<file path="config.mk">
export PLATFORM = sky130hd
export DESIGN_NAME = csa_mac
export DESIGN_NICKNAME = d
export VERILOG_FILES = /design/src/design/csa_pkg.sv /design/src/design/csa_mac.sv
export SDC_FILE = /design/constraint.sdc
export NUM_CORES = 2
export LEC_CHECK = 0
export BUFFER_PORTS_ARGS = -buffer_cell sky130_fd_sc_hd__clkbuf_2
export CAP_MARGIN = 20
export CELL_PAD_IN_SITES_DETAIL_PLACEMENT = 0
export CELL_PAD_IN_SITES_GLOBAL_PLACEMENT = 1
export CORE_UTILIZATION = 40
export DETAILED_ROUTE_END_ITERATION = 16
export GPL_ROUTABILITY_DRIVEN = 0
export PLACE_DENSITY = 0.7
export SYNTH_ARGS = -nofsm -noshare
export SYNTH_HDL_FRONTEND = slang
export SYNTH_SLANG_ARGS = --single-unit
</file>
<file path="constraint.sdc">
create_clock -name clk -period 10.8 [get_ports clk]
set_input_delay 2.16 -clock clk [delete_from_list [all_inputs] [get_ports clk]]
set_output_delay 2.16 -clock clk [all_outputs]
set_load 0.02 [all_outputs]
</file>
<file path="src/design/csa_pkg.sv">
// Shared constants, widths and types of the column statistics aggregator.
package csa_pkg;

    localparam int COUNT_BITS = 32;
    localparam int FRAC_BITS  = 16;

    localparam int VAL_W      = 64;
    localparam int LIMB_W     = 32;
    localparam int SUM_W      = 128;
    localparam int SQ_W       = 192;
    localparam int CNT_OUT_W  = 32;
    localparam int FRAC_OUT_W = 16;

    localparam int V_L    = VAL_W / LIMB_W;
    localparam int N_L    = (COUNT_BITS + LIMB_W - 1) / LIMB_W;
    localparam int Q_L    = SQ_W / LIMB_W;
    localparam int MAG_W  = VAL_W + COUNT_BITS;
    localparam int MAG_L  = (MAG_W + LIMB_W - 1) / LIMB_W;
    localparam int OP_L   = Q_L;
    localparam int OP_W   = OP_L * LIMB_W;
    localparam int LIDX_W = $clog2(OP_L);
    localparam int ACC_L  = Q_L + N_L;
    localparam int ACC_W  = ACC_L * LIMB_W;
    localparam int POS_W  = $clog2(2 * OP_L);

    localparam int DEN_W  = 2 * COUNT_BITS;
    localparam int NUM_W  = ACC_W + 2 * FRAC_BITS;
    localparam int R_W    = VAL_W + FRAC_BITS;
    localparam int REM_W  = (DEN_W + 1 > R_W + 3) ? DEN_W + 1 : R_W + 3;
    localparam int ITER_W = $clog2(NUM_W + 1);

    localparam logic [NUM_W-1:0] FMASK_N = (NUM_W'(1) << FRAC_BITS) - NUM_W'(1);

    typedef struct packed {
        logic signed [VAL_W-1:0] value;
        logic                    has_value;
        logic                    last;
    } item_t;

    typedef struct packed {
        logic [CNT_OUT_W-1:0]    count;
        logic signed [VAL_W-1:0] total;
        logic signed [VAL_W-1:0] minimum;
        logic signed [VAL_W-1:0] maximum;
        logic signed [VAL_W-1:0] mean_int;
        logic [FRAC_OUT_W-1:0]   mean_frac;
        logic [VAL_W-1:0]        var_int;
        logic [FRAC_OUT_W-1:0]   var_frac;
        logic [VAL_W-1:0]        std_int;
        logic [FRAC_OUT_W-1:0]   std_frac;
        logic                    empty_res;
        logic                    count_overflow;
    } result_t;

    typedef struct packed {
        logic              clr;
        logic              en;
        logic              sub;
        logic [POS_W-1:0]  pos;
        logic [LIMB_W-1:0] a;
        logic [LIMB_W-1:0] b;
    } mac_cmd_t;

    typedef struct packed {
        logic start;
        logic sqrt_mode;
    } unit_cmd_t;

    typedef struct packed {
        logic busy;
        logic done;
    } unit_stat_t;

endpackage

</file>
<file path="src/design/csa_mac.sv">
// Limb multiply-accumulate unit: one 32x32 product per cycle, shifted into a wide accumulator.
module csa_mac (
    input  logic                      clk,
    input  logic                      rst_n,
    input  csa_pkg::mac_cmd_t         cmd,
    output logic [csa_pkg::ACC_W-1:0] acc
);
    import csa_pkg::*;

    logic [2*LIMB_W-1:0] prod_reg;
    logic [POS_W-1:0]    pos_reg;
    logic                sub_reg;
    logic                en_reg;
    logic [ACC_W-1:0]    acc_reg;
    logic [ACC_W-1:0]    addend;

    assign addend = ACC_W'(prod_reg) << (LIMB_W * pos_reg);
    assign acc    = acc_reg;

    always_ff @(posedge clk)
    begin
        prod_reg <= cmd.a * cmd.b;
        pos_reg  <= cmd.pos;
        sub_reg  <= cmd.sub;
    end

    always_ff @(posedge clk or negedge rst_n)
    begin
        if (!rst_n)
        begin
            en_reg  <= 1'b0;
            acc_reg <= '0;
        end
        else
        begin
            en_reg <= cmd.en && !cmd.clr;
            if (cmd.clr)
            begin
                acc_reg <= '0;
            end
            else if (en_reg)
            begin
                acc_reg <= sub_reg ? (acc_reg - addend) : (acc_reg + addend);
            end
        end
    end

endmodule

</file>
# Word-level counts from Yosys, hierarchy flattened
# Index checks and enable logic that the tools add are counted.
totals:
  word_cells: 15
  inputBits: 73
  ff_bits: 294
  out_inout_bits: 224
op_classes:
  n_mux: 3
  shift: 1
  n_reduce_logical: 3
  n_addsub: 2
  n_mul: 1
ops:
  columns: ["op", "count"]
  rows:
  - ["224-bit 2-to-1 mux", 3]
  - ["224-bit adder", 1]
  - ["64-bit by 9-bit left shift with 224-bit output", 1]
  - ["224-bit subtractor", 1]
  - ["32-bit by 32-bit multiplier with 64-bit output", 1]
  - ["2-bit nonzero test", 1]
  - ["1-bit logical AND", 1]
  - ["1-bit zero test", 1]

# Depth between registers and ports, before layout
depth:
  word_depth: 5
  mapped_depth: 36
  ltp_nobuf: 31

# Worst setup path after synthesis
# Ideal clock, no wire load.
synth_path:
  path_kind: "input -> register"
  startpoint: "in cmd[8] (netlist bit)"
  endpoint: "reg prod_reg[62]"
  setup_ps: 124
  path_slack_ps: 1117
  t_arrival_ps: 9559
  t_required_ps: 10676
  path_buffers: 1
  stages: 29
  path_cell_list: "clkbuf_1 > nand2_1 > fa_1 > inv_1 > fa_1 > inv_1 > fa_1 > inv_1 > fa_1 > fa_1 > fa_1 > fa_1 > inv_1 > fa_1 > inv_1 > ha_1 > and3_1 > nand4_1 > nor2_1 > o211ai_1 > and3_1 > o31a_1 > o21ai_0 > a21oi_1 > o21ai_0 > a31oi_1 > o21ai_0 > a311oi_1 > xnor2_1"
synth_between:
  elab_chain_len: 1
synth_rtl:
  columns: ["item", "line", "source"]
  rows:
  - ["start: declaration", "csa_mac.sv:5", "input csa_pkg::mac_cmd_t cmd,"]
  - ["32-bit by 32-bit multiplier with 64-bit output", "csa_mac.sv:22", "prod_reg <= cmd.a * cmd.b;"]
  - ["end signal: assignment", "csa_mac.sv:22", null]
  - ["end: declaration", "csa_mac.sv:10", "logic [2*LIMB_W-1:0] prod_reg;"]
# Every way passes these cells.
# A chain may end at the register's enable or synchronous reset.

# Final worst setup path
layout_path:
  startpoint: "reg pos_reg[1]"
  endpoint: "reg acc_reg[211], in the netlist acc[211]"
layout_between:
  elab_chain_len: 5
  elab_cells_between_ends: 6
  cone_classes: "add/sub (2); shift (1); mux (3)"
layout_rtl:
  columns: ["item", "line", "source"]
  rows:
  - ["start: declaration", "csa_mac.sv:11", "logic [POS_W-1:0] pos_reg;"]
  - ["start signal: assignment", "csa_mac.sv:23", "pos_reg <= cmd.pos;"]
  - ["64-bit by 9-bit left shift with 224-bit output *", "csa_mac.sv:17", "assign addend = ACC_W'(prod_reg) << (LIMB_W * pos_reg);"]
  - ["224-bit adder or 224-bit subtractor (tied branches)", "csa_mac.sv:43", "acc_reg <= sub_reg ? (acc_reg - addend) : (acc_reg + addend);"]
  - ["224-bit 2-to-1 mux *", "csa_mac.sv:43", null]
  - ["224-bit 2-to-1 mux *", "csa_mac.sv:41", "else if (en_reg)"]
  - ["224-bit 2-to-1 mux *", "csa_mac.sv:37", "if (cmd.clr)"]
  - ["end signal: assignment", "csa_mac.sv:43", null]
  - ["end: declaration", "csa_mac.sv:14", "logic [ACC_W-1:0] acc_reg;"]
# Mark *: on every way between the ends. The rest lies on a longest branch, timed or not. The select of a mux whose other input is x is not followed.

==> impl_metrics.env <==
export IMPL_skew_ns=0.0394
export IMPL_synth_edf_count=0
export IMPL_synth_top_area_cell="fa_1"
export IMPL_place_ws_ns=0.390
export IMPL_ys_seq_area_share_pct=10.4
export IMPL_cts_root_buf="clkbuf_16"
export IMPL_cts_htree_levels=2
export IMPL_fin_ws_ns=0.464
export IMPL_cts_hold_buf=0
export IMPL_largest_register_ffs=224
export IMPL_clock_fmax_mhz=96.8
export IMPL_portBuffers=296
export IMPL_syn_inst=8565
export IMPL_num_vias=63000
export IMPL_cts_setup_buffers=0
export IMPL_drtIter0Drc=6321
export IMPL_groute_usage_overall_pct=31.5
export IMPL_drv_slew=0
export IMPL_yosys_area_top_type_share_pct=26.6
export IMPL_clk_pin_slew_ns=0.08
export IMPL_grt_max_degree=202
export IMPL_avgViaCountPerCell=5.84
export IMPL_setup_violations_final=0
export IMPL_grt_overflow=0
export IMPL_cap_violations=0
export IMPL_cp_max_fo=24
export IMPL_post_cts_resized=0
export IMPL_finalSetupTns_ns=0
export IMPL_worst_slew_margin_rel_pct=13.9
export IMPL_grt_pass1_vias=62000
export IMPL_syn_num_nets=10000
export IMPL_clockBufferDepth=3
export IMPL_grt_pass1_wl_microns=403000
export IMPL_antenna_found_initial=10
export IMPL_arrival_ns=10.77
export IMPL_die_w_microns=413
export IMPL_dpl_cell_area_sq_um=71200
export IMPL_critPathRequiredTime_ns=11.23
export IMPL_drc_errors=0
export IMPL_design_area_sq_um=72400
export IMPL_start_util_pct=40.4
export IMPL_rsz0062_at_grt="no"
export IMPL_syn_to_final_growth_pct=7.02
export IMPL_die_area_sq_um=171000
export IMPL_ios=297
export IMPL_numCtsBuffers=34
export IMPL_synth_area_top_cells="fa_1 (27%), ha_1 (9.0%), dfrtp_1 (8.3%), and2_1 (5.9%), inv_1 (5.4%)"
export IMPL_ys_flop_type="dfrtp_1"
export IMPL_nets=10000
export IMPL_ys_seq_elements=294
export IMPL_worstSetupPathType="flop to flop"
export IMPL_layout_drive_gt1_share_pct=7.19
export IMPL_async_reset_ff_share_pct=76.5
export IMPL_synth_yosys_warnings=0
export IMPL_path_delay_family="simple AND/OR/NAND/NOR gates"
export IMPL_dr_pass1_iters=10
export IMPL_antenna_left=0
export IMPL_dp_hpwl_microns=225000
export IMPL_cts_tree="yes"
export IMPL_cpMostUsedCell="a21oi_1"
export IMPL_hold_viol=0
export IMPL_status="finished clean"
export IMPL_netlist_area_sq_um=67600
export IMPL_num_rows=150
export IMPL_tightest_slew_ns=1.26
export IMPL_insertion_delay_ns=0.61
export IMPL_synth_area_per_cell_sq_um=7.89
export IMPL_core_area_sq_um=167000
export IMPL_synth_cell_types=97
export IMPL_start_kind="flop"
export IMPL_clock_sinks=294
export IMPL_finalWirelength_microns=273000
export IMPL_fin_crit_sh_pct=95.7
export IMPL_path_buf_inv=2
export IMPL_cp_end_kind="flop"
export IMPL_min_period_ns=10.34
export IMPL_rrSetupSlack_ns=0.46
export IMPL_n_fill_cell=17200
export IMPL_drt_wirelength_per_cell_microns=25.3
export IMPL_die_h_microns=413
export IMPL_slowest_delay_ns=0.88
export IMPL_cp_slowest_cell="a22oi_1"
export IMPL_hp_class="flop to flop"
[cells in the mapped netlist (158+ instances only)]
| library cell | number |
|---|---|
| ha_1 | 487 |
| clkbuf_1 | 471 |
| fa_1 | 897 |
| nand4_1 | 158 |
| o21ai_0 | 417 |
| nor2_1 | 688 |
| inv_1 | 979 |
| and2_1 | 641 |
| dfrtp_1 | 225 |
| nand2_1 | 953 |
| xnor2_1 | 302 |
| nor3_1 | 159 |
| a21oi_1 | 686 |
[layout make-up]
type	instances	area (sq um)	share of cell area, %
multi-input cells	6765	54900	75.9
flip-flops and latches	294	7020	9.70
inverters	980	3680	5.08
repair buffers	479	2890	4.00
well taps	2204	2760	3.81
clock buffers	45	977	1.35
clock inverters	15	134	0.185
diodes	5	12.5	0.0173
[worst paths after layout]
check | end | startpoint | depth (start not counted)
min | acc[170]$_DFFE_PN0P_ | acc[170]$_DFFE_PN0P_ | 2
max reg2reg | acc[211]$_DFFE_PN0P_ | pos_reg[1]$_DFF_P_ | 25
min reg2reg | acc[170]$_DFFE_PN0P_ | acc[170]$_DFFE_PN0P_ | 2
max | acc[211]$_DFFE_PN0P_ | pos_reg[1]$_DFF_P_ | 25
max in group asynchronous | en_reg$_DFF_PN0_ | rst_n | 3
min in group asynchronous | acc[65]$_DFFE_PN0P_ | rst_n | 1
[per-layer routing]
layer	track usage, %	vias to the layer above	share of wire [%]	wire length (microns)
met5	0	-	0.025	69
li1	-	28300	-	-
met1	41.2	31200	41	112000
met2	50.5	2894	45	124000
met4	15.0	8	5.6	15400
met3	5.19	646	7.9	21600
[metrics by stage]
step	hold WS (ns)	cells	utilization, %
2_1_floorplan	0.613	8565	-
3_3_place_gp	0.513	10700	42.5
3_5_place_dp	0.519	10700	42.5
4_1_cts	0.533	10800	43.2
5_1_grt	0.555	10800	43.2
6_report	0.526	10800	43.2
[cells in the final DEF (no fill, tap or decap), types with 158 or more instances in the layout]
master    Yosys  routed
and2_1      641     641
buf_4         4     182
o21ai_0     417     417
inv_1       979     978
ha_1        487     487
clkbuf_2      0     294
nor3_1      159     158
dfrtp_1     225     224
nor2_1      688     687
a21oi_1     686     686
xnor2_1     302     302
fa_1        897     897
nand2_1     953     953
nand4_1     158     158
[worst reg2reg max path, cell delays in order (launching register included)]
cell      delay [ns]
dfxtp_1         0.78
nor2b_4         0.29
a22oi_1         0.88
a41oi_1         0.65
or4_1           0.79
or4bb_1         0.68
or2_1           0.35
nor2_2          0.25
and2_1          0.33
inv_1           0.12
nor3_1          0.56
a21oi_1         0.17
xnor2_1         0.19
ha_1            0.48
nand4_1         0.24
nor2_1          0.23
nand2_1         0.23
a311oi_1        0.87
a211oi_1        0.27
a21oi_1         0.31
nor3b_1         0.14
buf_4           0.17
o21ai_0         0.58
a21oi_1         0.19
xnor2_1         0.30
o21ai_0         0.12
[cell families (layout without fill, tap and decap cells)]
group | Yosys count | after routing | share of synthesized area, %
multiplexers | 125 | 125 | 1.93
AO/OA/AOI/OAI | 1814 | 1814 | 16.3
adder cells (fa/ha/maj) | 1384 | 1384 | 35.6
other | 0 | 5 | 0
buffers and inverters | 1506 | 1519 | 8.50
AND/OR/NAND/NOR | 2999 | 2999 | 21.6
XOR/XNOR | 443 | 443 | 5.74
flip-flops | 294 | 294 | 10.4
Power is not shown: default switching activity piles up to over one toggle a cycle in this logic, so the estimate is an artifact.
