--- config.mk ---
export PLATFORM = sky130hd
export DESIGN_NAME = csa_shsub
export DESIGN_NICKNAME = d
export VERILOG_FILES = /design/src/design/csa_pkg.sv /design/src/design/csa_shsub.sv
export SDC_FILE = /design/constraint.sdc
export NUM_CORES = 1
export LEC_CHECK = 0
export ABC_AREA = 1
export BUFFER_PORTS_ARGS = -buffer_cell sky130_fd_sc_hd__buf_2
export CAP_MARGIN = 40
export CORE_AREA = 2 2 260 262
export CTS_BUF_LIST = sky130_fd_sc_hd__clkbuf_2 sky130_fd_sc_hd__clkbuf_4 sky130_fd_sc_hd__clkbuf_8
export DETAILED_ROUTE_END_ITERATION = 8
export DIE_AREA = 0 0 262 264
export PLACE_DENSITY_LB_ADDON = 0.3
export SLEW_MARGIN = 30
export SYNTH_ARGS = -nofsm -noshare
export SYNTH_HDL_FRONTEND = slang
export SYNTH_SLANG_ARGS = --single-unit
--- constraint.sdc ---
create_clock -name clk -period 8 [get_ports clk]
set_input_delay 0.8 -clock clk [delete_from_list [all_inputs] [get_ports clk]]
set_output_delay 0.8 -clock clk [all_outputs]
set_load 0.05 [all_outputs]
--- src/design/csa_pkg.sv ---
// Shared constants, widths and types of the column statistics aggregator.
package csa_pkg;

    localparam int COUNT_BITS = 32;
    localparam int FRAC_BITS  = 16;

    localparam int VAL_W      = 64;
    localparam int LIMB_W     = 32;
    localparam int SUM_W      = 128;
    localparam int SQ_W       = 192;
    localparam int CNT_OUT_W  = 32;
    localparam int FRAC_OUT_W = 16;

    localparam int V_L    = VAL_W / LIMB_W;
    localparam int N_L    = (COUNT_BITS + LIMB_W - 1) / LIMB_W;
    localparam int Q_L    = SQ_W / LIMB_W;
    localparam int MAG_W  = VAL_W + COUNT_BITS;
    localparam int MAG_L  = (MAG_W + LIMB_W - 1) / LIMB_W;
    localparam int OP_L   = Q_L;
    localparam int OP_W   = OP_L * LIMB_W;
    localparam int LIDX_W = $clog2(OP_L);
    localparam int ACC_L  = Q_L + N_L;
    localparam int ACC_W  = ACC_L * LIMB_W;
    localparam int POS_W  = $clog2(2 * OP_L);

    localparam int DEN_W  = 2 * COUNT_BITS;
    localparam int NUM_W  = ACC_W + 2 * FRAC_BITS;
    localparam int R_W    = VAL_W + FRAC_BITS;
    localparam int REM_W  = (DEN_W + 1 > R_W + 3) ? DEN_W + 1 : R_W + 3;
    localparam int ITER_W = $clog2(NUM_W + 1);

    localparam logic [NUM_W-1:0] FMASK_N = (NUM_W'(1) << FRAC_BITS) - NUM_W'(1);

    typedef struct packed {
        logic signed [VAL_W-1:0] value;
        logic                    has_value;
        logic                    last;
    } item_t;

    typedef struct packed {
        logic [CNT_OUT_W-1:0]    count;
        logic signed [VAL_W-1:0] total;
        logic signed [VAL_W-1:0] minimum;
        logic signed [VAL_W-1:0] maximum;
        logic signed [VAL_W-1:0] mean_int;
        logic [FRAC_OUT_W-1:0]   mean_frac;
        logic [VAL_W-1:0]        var_int;
        logic [FRAC_OUT_W-1:0]   var_frac;
        logic [VAL_W-1:0]        std_int;
        logic [FRAC_OUT_W-1:0]   std_frac;
        logic                    empty_res;
        logic                    count_overflow;
    } result_t;

    typedef struct packed {
        logic              clr;
        logic              en;
        logic              sub;
        logic [POS_W-1:0]  pos;
        logic [LIMB_W-1:0] a;
        logic [LIMB_W-1:0] b;
    } mac_cmd_t;

    typedef struct packed {
        logic start;
        logic sqrt_mode;
    } unit_cmd_t;

    typedef struct packed {
        logic busy;
        logic done;
    } unit_stat_t;

endpackage

--- src/design/csa_shsub.sv ---
// Bit-serial shift-subtract unit: restoring division or restoring square root.
module csa_shsub (
    input  logic                      clk,
    input  logic                      rst_n,
    input  csa_pkg::unit_cmd_t        cmd,
    input  logic [csa_pkg::NUM_W-1:0] load,
    input  logic [csa_pkg::DEN_W-1:0] den,
    output csa_pkg::unit_stat_t       stat,
    output logic [csa_pkg::NUM_W-1:0] wk,
    output logic [csa_pkg::R_W-1:0]   root
);
    import csa_pkg::*;

    logic              busy_reg;
    logic              done_reg;
    logic              mode_reg;
    logic [ITER_W-1:0] cnt_reg;
    logic [NUM_W-1:0]  wk_reg;
    logic [REM_W-1:0]  rem_reg;
    logic [R_W-1:0]    root_reg;
    logic [DEN_W-1:0]  den_reg;

    logic [REM_W-1:0]  rem_sh;
    logic [REM_W-1:0]  trial;
    logic [REM_W:0]    diff;
    logic              ge;

    always_comb
    begin
        if (mode_reg)
        begin
            rem_sh = {rem_reg[REM_W-3:0], wk_reg[NUM_W-1 -: 2]};
            trial  = REM_W'({root_reg, 2'b01});
        end
        else
        begin
            rem_sh = {rem_reg[REM_W-2:0], wk_reg[NUM_W-1]};
            trial  = REM_W'(den_reg);
        end
        diff = {1'b0, rem_sh} - {1'b0, trial};
        ge   = !diff[REM_W];
    end

    always_ff @(posedge clk or negedge rst_n)
    begin
        if (!rst_n)
        begin
            busy_reg <= 1'b0;
            done_reg <= 1'b0;
            mode_reg <= 1'b0;
            cnt_reg  <= '0;
        end
        else
        begin
            done_reg <= 1'b0;
            if (cmd.start)
            begin
                busy_reg <= 1'b1;
                mode_reg <= cmd.sqrt_mode;
                cnt_reg  <= cmd.sqrt_mode ? ITER_W'(R_W) : ITER_W'(NUM_W);
            end
            else if (busy_reg)
            begin
                cnt_reg <= cnt_reg - ITER_W'(1);
                if (cnt_reg == ITER_W'(1))
                begin
                    busy_reg <= 1'b0;
                    done_reg <= 1'b1;
                end
            end
        end
    end

    always_ff @(posedge clk)
    begin
        if (cmd.start)
        begin
            wk_reg   <= load;
            rem_reg  <= '0;
            root_reg <= '0;
            den_reg  <= den;
        end
        else if (busy_reg)
        begin
            rem_reg <= ge ? diff[REM_W-1:0] : rem_sh;
            if (mode_reg)
            begin
                wk_reg   <= wk_reg << 2;
                root_reg <= {root_reg[R_W-2:0], ge};
            end
            else
            begin
                wk_reg <= {wk_reg[NUM_W-2:0], ge};
            end
        end
    end

    assign stat.busy = busy_reg;
    assign stat.done = done_reg;
    assign wk        = wk_reg;
    assign root      = root_reg;

endmodule

# == After elaboration in Yosys (flattened, before gate mapping) ==
# Index checks and enable logic that the tools add are counted.
# op_classes
add_sub_neg,2
n_eq_ne,1
n_mux,15
reduce_logical,3
# op_table
cell,count
$mux 256,3
$mux 82,2
$sub 83x82->84,1
$mux 83,1
$mux 9,3
$eq 9x1->1 const B,1
$sub 9x1->9 const B,1
$mux 1,6
$reduce_and 2->1,1
$reduce_bool 2->1,1
$logic_not 1->1,1
# totals
regBits,494

# == Longest topological paths before layout ==
# logic_depth
depth_word,6
depth_mapped,26
mapped_depth_nobuf,21

# == Least setup slack after synthesis ==
# Ideal clock, no wire load.
# synth_timing
path_kind,input to register
from,in cmd[1] in the netlist's numbering
to,"reg wk_reg[0] (netlist: wk[0]), enable pin"
arrival_ns,8.149
t_required_ns,7.280
slack_ns,-0.869
cell_stages,3
path_buffers,1
path_cell_list,nor2_1 > clkinv_1 > clkbuf_1
# synth_between
elab_chain_len,1
# synth_lines
element,line,rtl
"start, declared",csa_shsub.sv:5,"input csa_pkg::unit_cmd_t cmd,"
$reduce_bool 2->1 (no source line),--,
"end signal, assigned",csa_shsub.sv:78,wk_reg <= load;
"end signal, assigned",csa_shsub.sv:88,wk_reg <= wk_reg << 2;
"end signal, assigned",csa_shsub.sv:93,"wk_reg <= {wk_reg[NUM_W-2:0], ge};"
"end, declared",csa_shsub.sv:18,logic [NUM_W-1:0] wk_reg;
# Every way passes these cells.
# A chain may end at the register's enable or synchronous reset.

# == Worst setup path in the final report ==
# layout_timing
from,reg mode_reg
to,reg rem_reg[29]
# layout_between
elab_chain_len,3
# layout_lines
element,line,rtl
"start, declared",csa_shsub.sv:16,logic mode_reg;
"start signal, assigned",csa_shsub.sv:59,mode_reg <= cmd.sqrt_mode;
$mux 83 or $mux 82 (tied branches),csa_shsub.sv:30,if (mode_reg)
$sub 83x82->84,csa_shsub.sv:40,"diff = {1'b0, rem_sh} - {1'b0, trial};"
$mux 82 (*),csa_shsub.sv:85,rem_reg <= ge ? diff[REM_W-1:0] : rem_sh;
"end signal, assigned",csa_shsub.sv:85,
"end, declared",csa_shsub.sv:19,logic [REM_W-1:0] rem_reg;
# Mark *: on every way between the ends. The rest lies on a longest branch, timed or not.

==> results summary <==
Setup slack closes at 3060 ps. The worst setup path is launched from a register. The post-detailed-routing wire length is 121 mm.

The register bit count reported by yosys is 494. The post-synthesis instance total is 4123. Entering global routing, the biggest net connects 223 pins. The ratio of cells with drive above 1 in the final layout came out at 19.2%. 662 I/O pins were placed.

Yosys mapped the design onto 42 distinct sky130hd cell types. The via count of the first global-routing pass came out at 29200. The final hold violation count is 0. For this block, the via count after detailed routing is 30800. Before antenna repair, the detailed router went through 6 iterations. The run finished with clean final reports.

Data arrives at the worst endpoint at 5520 ps. The most common cell after layout, fill and taps aside is sky130_fd_sc_hd__nand2_1. The multiplexer share of the synthesized area came out at 0.164%. The category of the worst setup path capture point is a register.

The initial DRC count came out at 3139. The routed wirelength normalized by instance count came out at 21.3 um. The combinational share of power came out at 48.1%.

The worst hold path class is input port to register. By area, the combinational part of the netlist is dominated by simple AND/OR/NAND/NOR gates. The maximum clock insertion buffer count is 3. The initial antenna violation count came out at 29. After layout, the minimum clock period comes to 4940 ps.

The cell row count came out at 95. The top achievable clock speed came out at 0.202 GHz. The initial cell density of the core is 45.8%. In this run, the clock network consumes 21.6% of the power. The worst supply voltage drop on vdd is 167 uV.

Buffers inserted during clock tree synthesis total 89. The power spent charging and discharging nets is 5.39 mW. The simple logic cell fraction of the synthesized area is 23.7%. The number of max-slew violations in the final report was 0. The CTS tree is yes. During synthesis, Yosys emitted a total of 0 warnings. The area overhead of the layout relative to synthesis is 19.6%. The number of buffer cells added on primary ports is 661.

The vertical extent of the die came out at 264 um. The post-CTS clock slew at the launch and capture registers of the worst setup and hold paths is 60 ps. Setup repair after global routing left no endpoint under its margin. The net count of the mapped netlist came out at 4532. The final setup skew is 56.6 ps.

After layout, the worst path uses 61.8% of the clock period. In this run the standard cell core region covers 0.0666 mm2. The fraction of the mapped netlist area in compound gates is 15.7%. The number of setup violations in the final report came out at 0. The share of total power dissipated in sequential elements is 30.3%. The die is 262 um wide. Max-cap violations in this run came to 0.

The number of synthesized flops with an enable pin came out at 320. The area of the die came out at 0.0692 mm2. The post-synthesis cell area came out at 0.0305 mm2. For this run, the leading register cell type out of synthesis is sky130_fd_sc_hd__edfxtp_1. The sink count of the clock tree is 494. The number of flip-flops in the largest register came out at 256.

For this run, the post-layout net count is 5118. After synthesis, the mean cell area works out to 7.39 um2. The total overflow left after global routing is 0.

The number of filler instances in the final layout came out at 6479. The detail route stage leaves a number of antenna-violating nets equal to 0. The first global-routing pass estimated 178 mm of wire. The required time reported for the critical path endpoint is 8580 ps. Global routing consumed, over all layers together, 33.8% of the routing resources.

The tree is rooted in a sky130_fd_sc_hd__clkbuf_8. Routability-driven placement finished with a final weighted congestion of 1.06. The relative slew slack is 33.2%. The H-tree was split into 3 levels. The sequential share of the synthesized area is 43.2%. The clock insertion delay at the later pin of the skew report came out at 730 ps. The post-CTS resize count is 0.

The adder and majority gate portion of the synthesized area is 3.51%. For this design the static power due to leakage is 18.1 nW. For this run, design rule violations remaining after detail routing come to 0. The post-route total power came out at 11.5 mW. Of all flip-flops after synthesis, the portion carrying an async set or reset was 2.43%. The xor-xnor portion of the synthesized cell area is 1.29%. The power per unit of standard cell area came out at 316 mW/mm2. The design internal power came out at 6.13 mW. In the layout the commonest cells are 1164 x sky130_fd_sc_hd__nand2_1, 782 x sky130_fd_sc_hd__inv_1, 660 x sky130_fd_sc_hd__buf_2, 320 x sky130_fd_sc_hd__edfxtp_1, 290 x sky130_fd_sc_hd__o21ai_0.

The kind of critical path is register to register. The mean number of vias per cell is 5.43. The worst slack at placement came out at 3180 ps. For the pin with the worst max-slew slack, the measured transition is 1000 ps. The switching power as a share of total power is 46.8%. Along the worst path, the maximum fanout reaches 160. The half-perimeter wire length of the detailed placement result is 93.2 mm.

The setup total negative slack came out at 0 ps.
[critical path, cell delays in order, from the launching register on]
cell and delay (ps):
sky130_fd_sc_hd__dfrtp_4 660, sky130_fd_sc_hd__buf_12 310, sky130_fd_sc_hd__buf_16 460, sky130_fd_sc_hd__o21ai_0 270, sky130_fd_sc_hd__ha_1 430, sky130_fd_sc_hd__nand2_1 110, sky130_fd_sc_hd__nor2_1 160, sky130_fd_sc_hd__inv_2 70
sky130_fd_sc_hd__nor2_2 150, sky130_fd_sc_hd__nand2_2 100, sky130_fd_sc_hd__nor3_2 330, sky130_fd_sc_hd__nand2_4 360, sky130_fd_sc_hd__buf_12 310, sky130_fd_sc_hd__nand3_2 100, sky130_fd_sc_hd__buf_4 500, sky130_fd_sc_hd__nand2_1 120
sky130_fd_sc_hd__nand3_1 90, sky130_fd_sc_hd__o21ai_0 90
[worst paths after layout]
kind	start	endpoint	slack, ps	cells after the start
setup / recovery	mode_reg	rem_reg[29]	3060	17
hold / removal	den[45]	den_reg[45]	260	1
setup reg to reg	mode_reg	rem_reg[29]	3060	17
hold reg to reg	rem_reg[81]	rem_reg[81]	460	2
max in group asynchronous	rst_n	mode_reg	7180	2
min in group asynchronous	rst_n	cnt_reg[0]	540	2
[power groups by stage]
stage / registers [mW] / clock network (mW) / logic [mW]
floorplan: 4.23 / 0 / 3.15
global placement: 3.52 / 0 / 5.36
detailed placement: 3.52 / 0 / 5.40
CTS: 3.48 / 2.52 / 5.43
global route: 3.53 / 2.62 / 6.09
finish: 3.49 / 2.49 / 5.53
[synth_stat cells (2+ instances only)]
library cell / instances / area, um2
sky130_fd_sc_hd__o21bai_1: 6 / 45.0
sky130_fd_sc_hd__buf_4: 11 / 82.6
sky130_fd_sc_hd__nor4_1: 7 / 43.8
sky130_fd_sc_hd__nand2_1: 1168 / 4380
sky130_fd_sc_hd__dfrtp_1: 12 / 300
sky130_fd_sc_hd__buf_1: 10 / 37.5
sky130_fd_sc_hd__o21ai_0: 290 / 1450
sky130_fd_sc_hd__edfxtp_1: 320 / 9610
sky130_fd_sc_hd__xnor2_1: 37 / 324
sky130_fd_sc_hd__nand3_1: 168 / 841
sky130_fd_sc_hd__buf_2: 28 / 140
sky130_fd_sc_hd__and2_1: 3 / 18.8
sky130_fd_sc_hd__or2_2: 47 / 294
sky130_fd_sc_hd__xor2_1: 8 / 70.1
sky130_fd_sc_hd__buf_6: 3 / 33.8
sky130_fd_sc_hd__nand2_2: 4 / 25.0
sky130_fd_sc_hd__a21oi_1: 167 / 836
sky130_fd_sc_hd__mux2i_1: 5 / 50.1
sky130_fd_sc_hd__clkbuf_1: 146 / 548
sky130_fd_sc_hd__nor2_2: 9 / 56.3
sky130_fd_sc_hd__dfxtp_1: 162 / 3240
sky130_fd_sc_hd__ha_1: 84 / 1050
sky130_fd_sc_hd__o21a_1: 3 / 22.5
sky130_fd_sc_hd__inv_2: 8 / 30.0
sky130_fd_sc_hd__nor2_1: 236 / 886
sky130_fd_sc_hd__o221ai_1: 255 / 2230
sky130_fd_sc_hd__o211ai_1: 2 / 15.0
sky130_fd_sc_hd__nor3_1: 12 / 60.1
sky130_fd_sc_hd__nand4_1: 86 / 538
sky130_fd_sc_hd__o21ai_1: 29 / 145
sky130_fd_sc_hd__inv_1: 783 / 2940
sky130_fd_sc_hd__nand3b_1: 4 / 30.0
[cell families (layout without fill, tap and decap cells)]
logic type      after synthesis  in the layout
compound gates              756            756
xor+xnor                     45             45
fa+ha+maj                    85             85
buf+inv                     990           1644
flops                       494            494
mux                           5              5
other cells                   0             26
simple gates               1748           1748
[routing by layer]
layer  part of all wire, %  routed length, um  global-route usage [%]  vias to the layer above
li1                      -                  -                       -                    14800
met1                    40              48400                    43.0                    14200
met5                 0.045                 54                       0                        -
met3                    10              12300                    9.46                      282
met4                   4.9               5960                    16.5                        8
met2                    45              54100                    52.7                     1485
[final cells by class]
class / instances / area, um2 / share of cell area (%)
Multi-Input combinational cell: 2639 / 13600 / 37.2
Tap cell: 873 / 1090 / 3.00
Timing Repair Buffer: 693 / 3790 / 10.4
Clock buffer: 129 / 1560 / 4.29
Antenna cell: 26 / 65.1 / 0.178
Inverter: 792 / 2980 / 8.17
Sequential cell: 494 / 13200 / 36.1
Clock inverter: 30 / 239 / 0.655
[per-stage QoR]
stage | hold WS [ps] | instance area [um2] | util, % | std cells
6_report | 260 | 36500 | 54.8 | 5676
5_1_grt | 248 | 36500 | 54.8 | 5675
4_1_cts | 220 | 36200 | 54.4 | 5644
3_5_place_dp | 449 | 34400 | 51.7 | 5484
3_3_place_gp | 437 | 34300 | 51.5 | 5478
2_1_floorplan | 426 | 30500 | - | 4123
[repair_timing]
action,in CTS,in global routing
setup endpoints to repair,0,0
hold buffers,1,0
buffers inserted,0,0
hold endpoints to repair,12,0
No activity file was read; power rests on OpenSTA's default activity.
